--- src/rtl/pbi_pkg.sv ---
`timescale 1ns / 1ps

package pbi_pkg;

	localparam int CW    = 32;
	localparam int DW    = CW + 1;
	localparam int UW    = CW + 2;
	localparam int LW    = 2 * CW + 4;
	localparam int DIG   = 11;
	localparam int NDIG  = (DW + DIG - 1) / DIG;
	localparam int SW    = NDIG * DIG;
	localparam int AW    = LW + SW;
	localparam int CNT_W = $clog2(NDIG);
	localparam int IDX_W = 3;

	typedef enum logic [IDX_W-1:0] {
		REG_BOX_MIN_X,
		REG_BOX_MAX_X,
		REG_BOX_MIN_Y,
		REG_BOX_MAX_Y,
		REG_TOLERANCE
	} cfg_idx_t;

	typedef enum logic [2:0] {
		ST_IDLE,
		ST_PREP,
		ST_TOL,
		ST_MUL,
		ST_DONE
	} state_t;

	typedef enum logic [3:0] {
		OP_UXDX,
		OP_N2,
		OP_DXDX,
		OP_D2,
		OP_QX,
		OP_XHI,
		OP_XLO,
		OP_QY,
		OP_YHI,
		OP_YLO
	} op_t;

	typedef struct packed {
		logic busy;
		logic done;
	} mac_stat_t;

endpackage

--- src/rtl/pbi_if.sv ---
`timescale 1ns / 1ps

interface pbi_in_if;
	logic                         valid;
	logic                         ready;
	logic signed [pbi_pkg::CW-1:0] vertex_x;
	logic signed [pbi_pkg::CW-1:0] vertex_y;
	logic                         part_start;
	logic                         shape_end;

	modport source (output valid, vertex_x, vertex_y, part_start, shape_end, input ready);
	modport sink   (input valid, vertex_x, vertex_y, part_start, shape_end, output ready);
endinterface

interface pbi_out_if;
	logic valid;
	logic ready;
	logic hit;

	modport source (output valid, hit, input ready);
	modport sink   (input valid, hit, output ready);
endinterface

--- src/rtl/pbi_mac.sv ---
`timescale 1ns / 1ps

module pbi_mac (
	input  logic                         clk,
	input  logic                         arst_n,
	input  logic                         start,
	input  logic signed [pbi_pkg::LW-1:0] l,
	input  logic signed [pbi_pkg::SW-1:0] s,
	input  logic signed [pbi_pkg::AW-1:0] addend,
	output pbi_pkg::mac_stat_t            stat,
	output logic signed [pbi_pkg::AW-1:0] res
);
	import pbi_pkg::*;

	logic                  busy_q;
	logic                  done_q;
	logic [CNT_W-1:0]      cnt_q;
	logic signed [AW-1:0]  acc_q;

	logic [DIG-1:0]        digs [NDIG];
	logic [DIG-1:0]        chunk;
	logic                  first;
	logic                  last;
	logic signed [DIG:0]   dig;
	logic signed [LW+DIG:0] pp;
	logic signed [AW-1:0]  pp_ext;
	logic signed [AW-1:0]  acc_next;

	always_comb begin
		for (int k = 0; k < NDIG; k++) begin
			digs[k] = s[k*DIG +: DIG];
		end
	end

	// horner over digits, top digit signed
	always_comb begin
		chunk    = digs[cnt_q];
		first    = (cnt_q == CNT_W'(NDIG - 1));
		last     = (cnt_q == '0);
		dig      = first ? {chunk[DIG-1], chunk} : {1'b0, chunk};
		pp       = l * dig;
		pp_ext   = AW'(pp);
		acc_next = (first ? '0 : (acc_q <<< DIG)) + pp_ext + (last ? addend : '0);
	end

	always_ff @(posedge clk or negedge arst_n) begin
		if (!arst_n) begin
			busy_q <= 1'b0;
			done_q <= 1'b0;
			cnt_q  <= '0;
		end else begin
			done_q <= 1'b0;
			if (start) begin
				busy_q <= 1'b1;
				cnt_q  <= CNT_W'(NDIG - 1);
			end else if (busy_q) begin
				if (last) begin
					busy_q <= 1'b0;
					done_q <= 1'b1;
				end else begin
					cnt_q <= cnt_q - 1'b1;
				end
			end
		end
	end

	always_ff @(posedge clk) begin
		if (busy_q) begin
			acc_q <= acc_next;
		end
	end

	assign stat.busy = busy_q;
	assign stat.done = done_q;
	assign res       = acc_q;

	a_no_restart: assert property (@(posedge clk) disable iff (!arst_n)
		start |-> !busy_q)
		else $error("multiply restarted while busy");

	a_done_after_last: assert property (@(posedge clk) disable iff (!arst_n)
		(busy_q && last && !start) |=> (done_q && !busy_q))
		else $error("last digit did not finish the product");

endmodule

--- src/rtl/polyline_box_intersect_core.sv ---
`timescale 1ns / 1ps
// channel  dir  payload                                    transfer
// vtx      in   vertex_x, vertex_y, part_start, shape_end  valid & ready
// res      out  hit (only after a shape_end vertex)        valid & ready
// cfg      in   cfg_idx, cfg_data                          cfg_we
//
// a vertex with no segment goes from idle straight to done; a segment that ends in a quick test
// passes through prep and tol first; a segment that needs the foot test runs up to 10 products on
// one shared 68x12 multiply-accumulate unit, each product worked digit by digit
// reset clears all control state and the box registers, no clearing pass
// res holds its result until taken; a shape_end vertex waits in the final state
// only while an older result is still pending

module polyline_box_intersect_core (
	input  logic                          clk,
	input  logic                          arst_n,
	input  logic                          cfg_we,
	input  logic [pbi_pkg::IDX_W-1:0]     cfg_idx,
	input  logic [pbi_pkg::CW-1:0]        cfg_data,
	pbi_in_if.sink                        vtx,
	pbi_out_if.source                     res
);
	import pbi_pkg::*;

	state_t state_q, state_d;
	op_t    op_q;

	logic signed [CW-1:0] lox_q, hix_q, loy_q, hiy_q;
	logic [CW-2:0]        tol_q;

	logic signed [CW-1:0] prev_x_q, prev_y_q;
	logic                 prev_valid_q;
	logic                 hit_flag_q;

	logic signed [CW-1:0] ax_q, ay_q, bx_q, by_q;
	logic                 shape_end_q;

	logic signed [DW-1:0] dx_q, dy_q, exh_q, exl_q, eyh_q, eyl_q;
	logic signed [UW-1:0] ux_q, uy_q;
	logic                 inside_q, away_q;

	logic signed [LW-1:0] n2_q, d2_q;
	logic signed [AW-1:0] t_q;
	logic                 seg_hit_q;
	logic                 mul_first_q;

	logic                 out_valid_q, out_hit_q;

	logic                 accept, go, out_free, tol_hit, test_fail, res_le0, res_ge0;
	logic                 mac_start;
	mac_stat_t            mac_stat;
	logic signed [LW-1:0] mac_l;
	logic signed [SW-1:0] mac_s;
	logic signed [AW-1:0] mac_add, mac_res;
	logic signed [DW-1:0] tol_s;

	assign accept   = vtx.valid && vtx.ready;
	assign go       = prev_valid_q && !vtx.part_start && !hit_flag_q;
	assign out_free = !out_valid_q || res.ready;

	assign tol_s   = $signed({2'b00, tol_q});
	assign tol_hit = (dy_q <= tol_s && dy_q >= -tol_s) || (dx_q <= tol_s && dx_q >= -tol_s);

	assign res_le0   = mac_res[AW-1] || (mac_res == '0);
	assign res_ge0   = !mac_res[AW-1];
	assign test_fail = mac_stat.done &&
		(((op_q == OP_XHI || op_q == OP_YHI) && !res_le0) ||
		 ((op_q == OP_XLO || op_q == OP_YLO) && !res_ge0));

	// operand select per step
	always_comb begin
		mac_l   = LW'(dx_q);
		mac_s   = SW'(dx_q);
		mac_add = '0;
		case (op_q)
			OP_UXDX: begin
				mac_l = LW'(ux_q);
				mac_s = SW'(dx_q);
			end
			OP_N2: begin
				mac_l   = LW'(uy_q);
				mac_s   = SW'(dy_q);
				mac_add = t_q;
			end
			OP_DXDX: begin
				mac_l = LW'(dx_q);
				mac_s = SW'(dx_q);
			end
			OP_D2: begin
				mac_l   = LW'(dy_q);
				mac_s   = SW'(dy_q);
				mac_add = t_q;
			end
			OP_QX: begin
				mac_l = n2_q;
				mac_s = SW'(dx_q);
			end
			OP_XHI: begin
				mac_l   = d2_q;
				mac_s   = SW'(exh_q);
				mac_add = t_q;
			end
			OP_XLO: begin
				mac_l   = d2_q;
				mac_s   = SW'(exl_q);
				mac_add = t_q;
			end
			OP_QY: begin
				mac_l = n2_q;
				mac_s = SW'(dy_q);
			end
			OP_YHI: begin
				mac_l   = d2_q;
				mac_s   = SW'(eyh_q);
				mac_add = t_q;
			end
			OP_YLO: begin
				mac_l   = d2_q;
				mac_s   = SW'(eyl_q);
				mac_add = t_q;
			end
			default: begin
				mac_l   = LW'(dx_q);
				mac_s   = SW'(dx_q);
				mac_add = '0;
			end
		endcase
	end

	pbi_mac u_mac (
		.clk    (clk),
		.arst_n (arst_n),
		.start  (mac_start),
		.l      (mac_l),
		.s      (mac_s),
		.addend (mac_add),
		.stat   (mac_stat),
		.res    (mac_res)
	);

	// next state
	always_comb begin
		state_d = state_q;
		case (state_q)
			ST_IDLE: begin
				if (accept) state_d = go ? ST_PREP : ST_DONE;
			end
			ST_PREP: state_d = ST_TOL;
			ST_TOL: begin
				if (inside_q || away_q || tol_hit) state_d = ST_DONE;
				else state_d = ST_MUL;
			end
			ST_MUL: begin
				if (mac_stat.done && (test_fail || op_q == OP_YLO)) state_d = ST_DONE;
			end
			ST_DONE: begin
				if (!shape_end_q || out_free) state_d = ST_IDLE;
			end
			default: state_d = ST_IDLE;
		endcase
	end

	// outputs
	always_comb begin
		vtx.ready = 1'b0;
		mac_start = 1'b0;
		case (state_q)
			ST_IDLE: vtx.ready = 1'b1;
			ST_MUL: begin
				mac_start = mul_first_q ||
					(mac_stat.done && !test_fail && op_q != OP_YLO);
			end
			default: begin
				vtx.ready = 1'b0;
				mac_start = 1'b0;
			end
		endcase
	end

	assign res.valid = out_valid_q;
	assign res.hit   = out_hit_q;

	always_ff @(posedge clk or negedge arst_n) begin
		if (!arst_n) begin
			state_q      <= ST_IDLE;
			op_q         <= OP_UXDX;
			lox_q        <= '0;
			hix_q        <= '0;
			loy_q        <= '0;
			hiy_q        <= '0;
			tol_q        <= '0;
			prev_valid_q <= 1'b0;
			hit_flag_q   <= 1'b0;
			shape_end_q  <= 1'b0;
			seg_hit_q    <= 1'b0;
			mul_first_q  <= 1'b0;
			out_valid_q  <= 1'b0;
			out_hit_q    <= 1'b0;
		end else begin
			state_q <= state_d;

			if (cfg_we) begin
				case (cfg_idx)
					REG_BOX_MIN_X: lox_q <= cfg_data;
					REG_BOX_MAX_X: hix_q <= cfg_data;
					REG_BOX_MIN_Y: loy_q <= cfg_data;
					REG_BOX_MAX_Y: hiy_q <= cfg_data;
					REG_TOLERANCE: tol_q <= cfg_data[CW-2:0];
					default: ;
				endcase
			end

			if (res.ready) out_valid_q <= 1'b0;

			mul_first_q <= 1'b0;

			case (state_q)
				ST_IDLE: begin
					if (accept) begin
						shape_end_q  <= vtx.shape_end;
						seg_hit_q    <= 1'b0;
						prev_valid_q <= !vtx.shape_end;
					end
				end
				ST_TOL: begin
					if (inside_q || (!away_q && tol_hit)) seg_hit_q <= 1'b1;
					op_q        <= OP_UXDX;
					mul_first_q <= !(inside_q || away_q || tol_hit);
				end
				ST_MUL: begin
					if (mac_stat.done) begin
						if (op_q == OP_YLO && !test_fail) seg_hit_q <= 1'b1;
						op_q <= op_t'(op_q + 1'b1);
					end
				end
				ST_DONE: begin
					if (!shape_end_q) begin
						hit_flag_q <= hit_flag_q | seg_hit_q;
					end else if (out_free) begin
						out_valid_q <= 1'b1;
						out_hit_q   <= hit_flag_q | seg_hit_q;
						hit_flag_q  <= 1'b0;
					end
				end
				default: ;
			endcase
		end
	end

	// datapath registers
	always_ff @(posedge clk) begin
		if (accept) begin
			ax_q     <= prev_x_q;
			ay_q     <= prev_y_q;
			bx_q     <= vtx.vertex_x;
			by_q     <= vtx.vertex_y;
			prev_x_q <= vtx.vertex_x;
			prev_y_q <= vtx.vertex_y;
		end
		if (state_q == ST_PREP) begin
			dx_q     <= DW'(bx_q) - DW'(ax_q);
			dy_q     <= DW'(by_q) - DW'(ay_q);
			ux_q     <= UW'(lox_q) + UW'(hix_q) - (UW'(ax_q) <<< 1);
			uy_q     <= UW'(loy_q) + UW'(hiy_q) - (UW'(ay_q) <<< 1);
			exh_q    <= DW'(ax_q) - DW'(hix_q);
			exl_q    <= DW'(ax_q) - DW'(lox_q);
			eyh_q    <= DW'(ay_q) - DW'(hiy_q);
			eyl_q    <= DW'(ay_q) - DW'(loy_q);
			inside_q <= (ay_q <= hiy_q) && (ay_q >= loy_q) && (ax_q <= hix_q) && (ax_q >= lox_q);
			away_q   <= (ay_q > hiy_q && by_q > hiy_q) || (ay_q < loy_q && by_q < loy_q) ||
				(ax_q > hix_q && bx_q > hix_q) || (ax_q < lox_q && bx_q < lox_q);
		end
		if (state_q == ST_MUL && mac_stat.done) begin
			case (op_q)
				OP_UXDX, OP_DXDX, OP_QX, OP_QY: t_q <= mac_res;
				OP_N2: n2_q <= LW'(mac_res);
				OP_D2: d2_q <= {mac_res[LW-2:0], 1'b0};
				default: ;
			endcase
		end
	end

	a_mac_in_mul: assert property (@(posedge clk) disable iff (!arst_n)
		mac_stat.done |-> (state_q == ST_MUL))
		else $error("product finished outside the multiply phase");

	a_skip_segment: assert property (@(posedge clk) disable iff (!arst_n)
		(accept && !go) |=> (state_q == ST_DONE && !seg_hit_q))
		else $error("vertex without segment did not go straight to done");

	a_inside_hits: assert property (@(posedge clk) disable iff (!arst_n)
		(state_q == ST_TOL && inside_q) |=> (seg_hit_q && state_q == ST_DONE))
		else $error("start vertex inside box not reported");

	a_shape_report: assert property (@(posedge clk) disable iff (!arst_n)
		(state_q == ST_DONE && shape_end_q && out_free) |=>
			(out_valid_q && !hit_flag_q && !prev_valid_q))
		else $error("shape end did not report and clear");

endmodule
--- src/flat_wrapper.sv ---
// flat-port wrapper written by rule: the top's interface ports become plain ports
module polyline_box_intersect_core_flat import pbi_pkg::*;
  (clk, arst_n, cfg_we, cfg_idx, cfg_data, vtx_valid, vtx_vertex_x, vtx_vertex_y, vtx_part_start, vtx_shape_end, vtx_ready, res_valid, res_hit, res_ready);
  pbi_in_if vtx_i ();
  pbi_out_if res_i ();
  input  logic clk;
  input  logic arst_n;
  input  logic cfg_we;
  input  logic [pbi_pkg::IDX_W-1:0] cfg_idx;
  input  logic [pbi_pkg::CW-1:0] cfg_data;
  input wire logic [$bits(vtx_i.valid)-1:0] vtx_valid;
  input wire logic [$bits(vtx_i.vertex_x)-1:0] vtx_vertex_x;
  input wire logic [$bits(vtx_i.vertex_y)-1:0] vtx_vertex_y;
  input wire logic [$bits(vtx_i.part_start)-1:0] vtx_part_start;
  input wire logic [$bits(vtx_i.shape_end)-1:0] vtx_shape_end;
  output wire logic [$bits(vtx_i.ready)-1:0] vtx_ready;
  output wire logic [$bits(res_i.valid)-1:0] res_valid;
  output wire logic [$bits(res_i.hit)-1:0] res_hit;
  input wire logic [$bits(res_i.ready)-1:0] res_ready;
  assign vtx_i.valid = vtx_valid;
  assign vtx_i.vertex_x = vtx_vertex_x;
  assign vtx_i.vertex_y = vtx_vertex_y;
  assign vtx_i.part_start = vtx_part_start;
  assign vtx_i.shape_end = vtx_shape_end;
  assign vtx_ready = vtx_i.ready;
  assign res_valid = res_i.valid;
  assign res_hit = res_i.hit;
  assign res_i.ready = res_ready;
  polyline_box_intersect_core u_core (.clk(clk), .arst_n(arst_n), .cfg_we(cfg_we), .cfg_idx(cfg_idx), .cfg_data(cfg_data), .vtx(vtx_i), .res(res_i));
endmodule
--- config.mk ---
export PLATFORM = sky130hd
export DESIGN_NAME = polyline_box_intersect_core_flat
export DESIGN_NICKNAME = d
export VERILOG_FILES = /design/src/rtl/pbi_pkg.sv /design/src/rtl/pbi_if.sv /design/src/rtl/pbi_mac.sv /design/src/rtl/polyline_box_intersect_core.sv /design/src/flat_wrapper.sv
export SDC_FILE = /design/constraint.sdc
export NUM_CORES = 2
export LEC_CHECK = 0
export ABC_AREA = 1
export BUFFER_PORTS_ARGS = -buffer_cell sky130_fd_sc_hd__buf_2
export CORE_ASPECT_RATIO = 1.4
export CORE_MARGIN = 2
export CORE_UTILIZATION = 55
export CTS_CLUSTER_SIZE = 20
export DETAILED_ROUTE_END_ITERATION = 12
export HOLD_SLACK_MARGIN = 0.08
export PLACE_DENSITY = 0.71
export SYNTH_ARGS = -nofsm -noshare
export SYNTH_HDL_FRONTEND = slang
export SYNTH_HIERARCHICAL = 1
export SYNTH_SLANG_ARGS = --single-unit
--- constraint.sdc ---
create_clock -name clk -period 41.4 [get_ports clk]
set_clock_uncertainty 0.05 [all_clocks]
set_input_delay 2.07 -clock clk [delete_from_list [all_inputs] [get_ports clk]]
set_output_delay 2.07 -clock clk [all_outputs]
set_load 0.05 [all_outputs]
Word-level counts from Yosys, hierarchy flattened
Index checks and enable logic that the tools add are counted.
{"block": "word_totals", "output_inout_bits": 3, "word_cells": 210, "inputBits": 106, "reg_bits": 910}
{"block": "op_classes", "n_reduce_logical": 73, "n_addsub": 15, "n_eq_ne": 27, "n_mul": 1, "bitwise_logic": 2, "mux": 40, "magnitude_cmp": 17}
{"operator": "68-bit case mux with 5 select lines", "count": 1}
{"operator": "101-bit two-way mux", "count": 3}
{"operator": "101-bit adder", "count": 2}
{"operator": "32-bit by 32-bit subtractor with 33-bit output", "count": 6}
{"operator": "33-bit case mux with 5 select lines", "count": 1}
{"operator": "32-bit greater-than comparator", "count": 4}
{"operator": "32-bit less-than comparator", "count": 4}
{"operator": "101-bit logical NOT", "count": 1}
{"operator": "68-bit by 12-bit multiplier with 80-bit output", "count": 1}
{"operator": "33-bit by 33-bit subtractor with 34-bit output", "count": 2}
{"operator": "32-bit by 32-bit adder with 33-bit output", "count": 2}
{"operator": "33-bit greater-or-equal comparator", "count": 2}
{"operator": "33-bit by 32-bit <= comparator with 1-bit output", "count": 2}
{"operator": "32-bit greater-or-equal comparator", "count": 2}
{"operator": "32-bit <= comparator", "count": 2}
{"operator": "31-bit negator with 33-bit output", "count": 1}
{"operator": "2-bit AND reduction", "count": 12}
{"operator": "11-bit binary-select mux with 2-bit select", "count": 1}
{"operator": "11-bit two-way mux", "count": 2}
{"operator": "1-bit logical AND", "count": 21}
{"operator": "1-bit two-way mux", "count": 19}
{"operator": "4-bit by 3-bit equality test with 1-bit output, second input constant", "count": 4}
{"operator": "1-bit logical OR", "count": 15}
{"operator": "3-bit two-way mux", "count": 5}
{"operator": "33 further kinds", "count": 60}

Longest topological paths before layout
{"block": "depth", "depth_word": 13, "depth_mapped": 62}

Hierarchy
Netlist, hierarchy kept.
{"mod": "polyline_box_intersect_core", "seq_area_each_um2": 23307.4, "n_inst": 1, "area_each_um2": 51724.6, "cells_per_inst": 5566}
{"mod": "pbi_mac", "seq_area_each_um2": 3133.0, "n_inst": 1, "area_each_um2": 43294.0, "cells_per_inst": 6127}

Worst setup path after synthesis
Ideal clock, no wire load.
{"block": "synth_path", "kind": "register -> register", "startpoint": "register u_core.state_q[1]", "endpoint": "register u_core.away_q, enable pin", "synth_period_minus_slack_ps": 19780, "path_slack_ps": 21620, "arrival_ps": 18501, "n_path_buf": 0, "path_stages_with_launch": 2, "path_cell_list": "dfrtp_1 > nor3_1"}
{"block": "synth_between", "elab_chain_len": 1}
{"element": "start: declaration", "line": "polyline_box_intersect_core.sv:25", "source": "state_t state_q, state_d;"}
{"element": "start signal: assignment", "line": "polyline_box_intersect_core.sv:200", "source": "state_q <= state_d;"}
{"element": "3-bit by 1-bit equality test with 1-bit output", "line": "polyline_box_intersect_core.sv:260", "source": "if (state_q == ST_PREP) begin"}
{"element": "end signal: assignment", "line": "polyline_box_intersect_core.sv:270", "source": "away_q <= (ay_q > hiy_q && by_q > hiy_q) || (ay_q < loy_q && by_q < loy_q) ||"}
{"element": "end: declaration", "line": "polyline_box_intersect_core.sv:40", "source": "logic inside_q, away_q;"}
No other way between the ends.
A chain may end at the register's enable or synchronous reset.

Worst setup path in the final report
{"block": "layout_path", "startpoint": "register u_core.op_q[3]", "endpoint": "register u_core.u_mac.acc_q[84], in the netlist u_core/u_mac/res[84] (data pin)"}
{"block": "layout_between", "elab_chain_len": 10, "word_cells_on_any_way": 24, "cone_classes": "add/sub: 2; mul: 1; eq/ne: 8; mux: 8; reduce/logical: 5"}
{"element": "start: declaration", "line": "polyline_box_intersect_core.sv:26", "source": "op_t op_q;"}
{"element": "start signal: assignment", "line": "polyline_box_intersect_core.sv:233", "source": "op_q <= op_t'(op_q + 1'b1);"}
{"element": "4-bit by 1-bit equality test with 1-bit output, or another cell as far along", "line": "polyline_box_intersect_core.sv:75", "source": "case (op_q)"}
{"element": "3-bit OR reduction (no source line)"}
{"element": "33-bit case mux with 5 select lines (*)", "line": "polyline_box_intersect_core.sv:75"}
{"element": "via u_core.mac_s[10]", "line": "polyline_box_intersect_core.sv:53", "source": "logic signed [SW-1:0] mac_s;"}
{"element": "11-bit binary-select mux with 2-bit select (*)", "line": "pbi_mac.sv:37", "source": "chunk = digs[cnt_q];"}
{"element": "11-bit two-way mux (implied by the code) (*) (2 in series)", "line": "pbi_mac.sv:37"}
{"element": "12-bit two-way mux (*)", "line": "pbi_mac.sv:40", "source": "dig = first ? {chunk[DIG-1], chunk} : {1'b0, chunk};"}
{"element": "68-bit by 12-bit multiplier with 80-bit output (*)", "line": "pbi_mac.sv:41", "source": "pp = l * dig;"}
{"element": "101-bit adder (*) (2 in series)", "line": "pbi_mac.sv:43", "source": "acc_next = (first ? '0 : (acc_q <<< DIG)) + pp_ext + (last ? addend : '0);"}
{"element": "via u_core.u_mac.acc_next[84]", "line": "pbi_mac.sv:27", "source": "logic signed [AW-1:0] acc_next;"}
{"element": "end signal: assignment", "line": "pbi_mac.sv:69", "source": "acc_q <= acc_next;"}
{"element": "end: declaration", "line": "pbi_mac.sv:18", "source": "logic signed [AW-1:0] acc_q;"}
Mark *: on every way through the listed nets, which the timed path passes. The rest lies on a longest branch. The select of a mux whose other input is x is not followed.

==> impl_results.md <==
* Status: finished, violations left
* CP endpoint kind: flip-flop
* Hold Crit Endpoint: u_core/t_q[96]
* Avg Vias per Cell at 5.93
* Max_slew headroom at -0.125
* Synth-to-Final Area Change at 6.74%
* Wirelength, routed at 385000 µm
* Req. time, crit path at 41920 ps
* Full die area at 176000 µm²
* Syn_area_per_cell at 8.13 µm²
* Failing checks: max-capacitance violations, max-slew violations
* Dpl hpwl at 318000 µm
* Most frequent cell on the critical path: nand2_1
* Share of cells above drive strength 1 at 0.0448
* Post-CTS sizing at 0
* Chip width at 355 µm
* Slew @ Worst Pin at 1680 ps
* Core Region at 172000 µm²
* RR Startpoint: u_core/op_q[3]
* R2R setup slack at 26850 ps
* # setup viols final at 0
* CP max FO at 59
* Final ANT Viol Nets at 0
* Net Count, Synth at 13447
* Min Clock Period, post-route at 14550 ps
* Die Y at 496 µm
* Worst path max stage delay at 970 ps
* # fillers at 15638
* Mapped Cells at 11692
* WP data arrival at 15070 ps
* GRT Total Usage at 0.438
* Sinks on Clock Net at 910
* DRC errors left at 0
* Max cap viols at 2
* Mapped Area at 95000 µm²
* Slew Viols, Final at 4
* Post-layout util at 0.591
* Final WS setup at 26850 ps
* Reg-to-reg endpoint: u_core/u_mac/res[84]
* Initial Util at 0.554
* Placer Congestion at 1.16
* Vias in the first global route at 85483
* Setup bufs post-CTS at 0
* Final Hold Viols at 0
* CTS Buf Count at 95
* Worst Setup Start Kind: flip-flop
* Worst Hold Class: flip-flop to flip-flop
* Initial antenna violation count at 15
* Slowest CP cell: xnor2_1
* First-pass GRT wire length at 557000 µm
* Dpl ws at 27570 ps
* Nets at 13457
* Maximum clock frequency at 68.7 MHz
* Initial DRC count at 8244
* Ys Warns at 6
* Hold depth at 0
* Routed vias at 83499
* Reg2reg path depth at 53
* Clock Latency Late Sink at 810 ps
* First drt pass iteration count at 9
* Hold path startpoint: u_core/u_mac/res[96]
* Clock Path Buffers at 3
* # IOs at 109
* Hold buffer count at CTS at 0
* CTS tree: done
* Tcrit/Tclk final at 0.351
* Largest net degree at the start of global routing at 174
* Setup tns final at 0 ps
* Htree depth at 3
* Root buffer selected by CTS: clkbuf_16
* Port Buffers at 108
* Wire per inst at 27.4 µm
* RSZ-0062 raised after global routing: false
* Overflow after GRT at 0
* Site row count at 180
* Clk pin slew, worst setup/hold paths at 60 ps
* Kind of critical path: flip-flop to flip-flop
## routing by layer
| layer | track usage | vias to the layer above | share of wire |
|---|---|---|---|
| met5 | 0 | - | 0.00012 |
| met4 | 0.475 | 8 | 0.13 |
| met3 | 0.0754 | 1482 | 0.070 |
| met2 | 0.725 | 4447 | 0.47 |
| met1 | 0.452 | 40204 | 0.32 |
| li1 | - | 37358 | - |
## final cells by class
| class | count | area [µm²] | area share |
|---|---|---|---|
| clock buffers | 122 | 2590 | 0.0256 |
| flip-flops and latches | 910 | 26400 | 0.261 |
| well taps | 2275 | 2850 | 0.0281 |
| inverters | 2369 | 8890 | 0.0877 |
| repair buffers | 193 | 1210 | 0.0120 |
| multi-input cells | 8133 | 58700 | 0.579 |
| clock inverters | 57 | 709 | 0.00700 |
| diodes | 18 | 45.0 | 0.000444 |
## cell usage in the layout, fill, tap and decap left out, types with 20 or more instances in the layout
cell and n:
a21o_1 34, a21oi_1 700, a21oi_2 22, a221oi_1 59, a31oi_1 67, buf_2 107
buf_4 83, clkbuf_16 98, dfrtp_1 176, edfxtp_1 733, fa_1 858, ha_1 789
inv_1 2338, inv_2 25, nand2_1 2448, nand2_2 22, nand3_1 322, nand3b_1 23
nand4_1 170, nor2_1 1198, nor3_1 80, nor4_1 64, o2111ai_1 20, o211ai_1 23
o21a_1 31, o21ai_0 476, o21ai_1 41, o21ai_2 22, o21bai_1 42, xnor2_1 149
xor2_1 257
## how the worst max path moves through the flow
| stage | from | to | slack [ps] | cells past startpoint |
|---|---|---|---|---|
| final | u_core/op_q[3] | u_core/u_mac/res[84] | 26850 | 53 |
| after global routing | u_core/op_q[3] | u_core/u_mac/res[84] | 26340 | 53 |
| after floorplan | u_core/state_q[1] | u_core/away_q | 21620 | 1 |
| after global placement | u_core/op_q[3] | u_core/u_mac/res[66] | 27620 | 50 |
| after CTS | u_core/op_q[3] | u_core/u_mac/res[66] | 27540 | 50 |
| after detailed placement | u_core/op_q[3] | u_core/u_mac/res[66] | 27570 | 50 |
## critical path, delay by kind of cell, from the launching register on
kind | cells | cell delay, ps
adders and majority gates | 8 | 3860
buffers and inverters | 14 | 3550
xor gates and xnor gates | 1 | 970
DFF | 1 | 330
AOI/OAI and AO/OA | 9 | 2740
and+or+nand+nor | 21 | 2650
## metrics by stage
| stage | hold WS [ps] | area (µm²) | cells |
|---|---|---|---|
| floorplan | 376 | 95000 | 11692 |
| global placement | 389 | 98000 | 13879 |
| detailed placement | 385 | 98000 | 13879 |
| CTS | 401 | 101000 | 14058 |
| global route | 417 | 101000 | 14066 |
| finish | 399 | 101000 | 14077 |
## registers in the layout (all words and copies together) (netlist names), 33 cells and up
name	count
u_core/t_q	101
u_core/exl_q	33
u_core/ux_q	34
u_core/eyl_q	33
u_core/n2_q	68
u_core/uy_q	34
u_core/u_mac/res	101
u_core/exh_q	33
u_core/dy_q	33
u_core/eyh_q	33
u_core/dx_q	33
u_core/d2_q	67
Power is left out: the tool's default activity adds up to more than one toggle a clock period on the data nets, which glitch-free logic cannot reach.
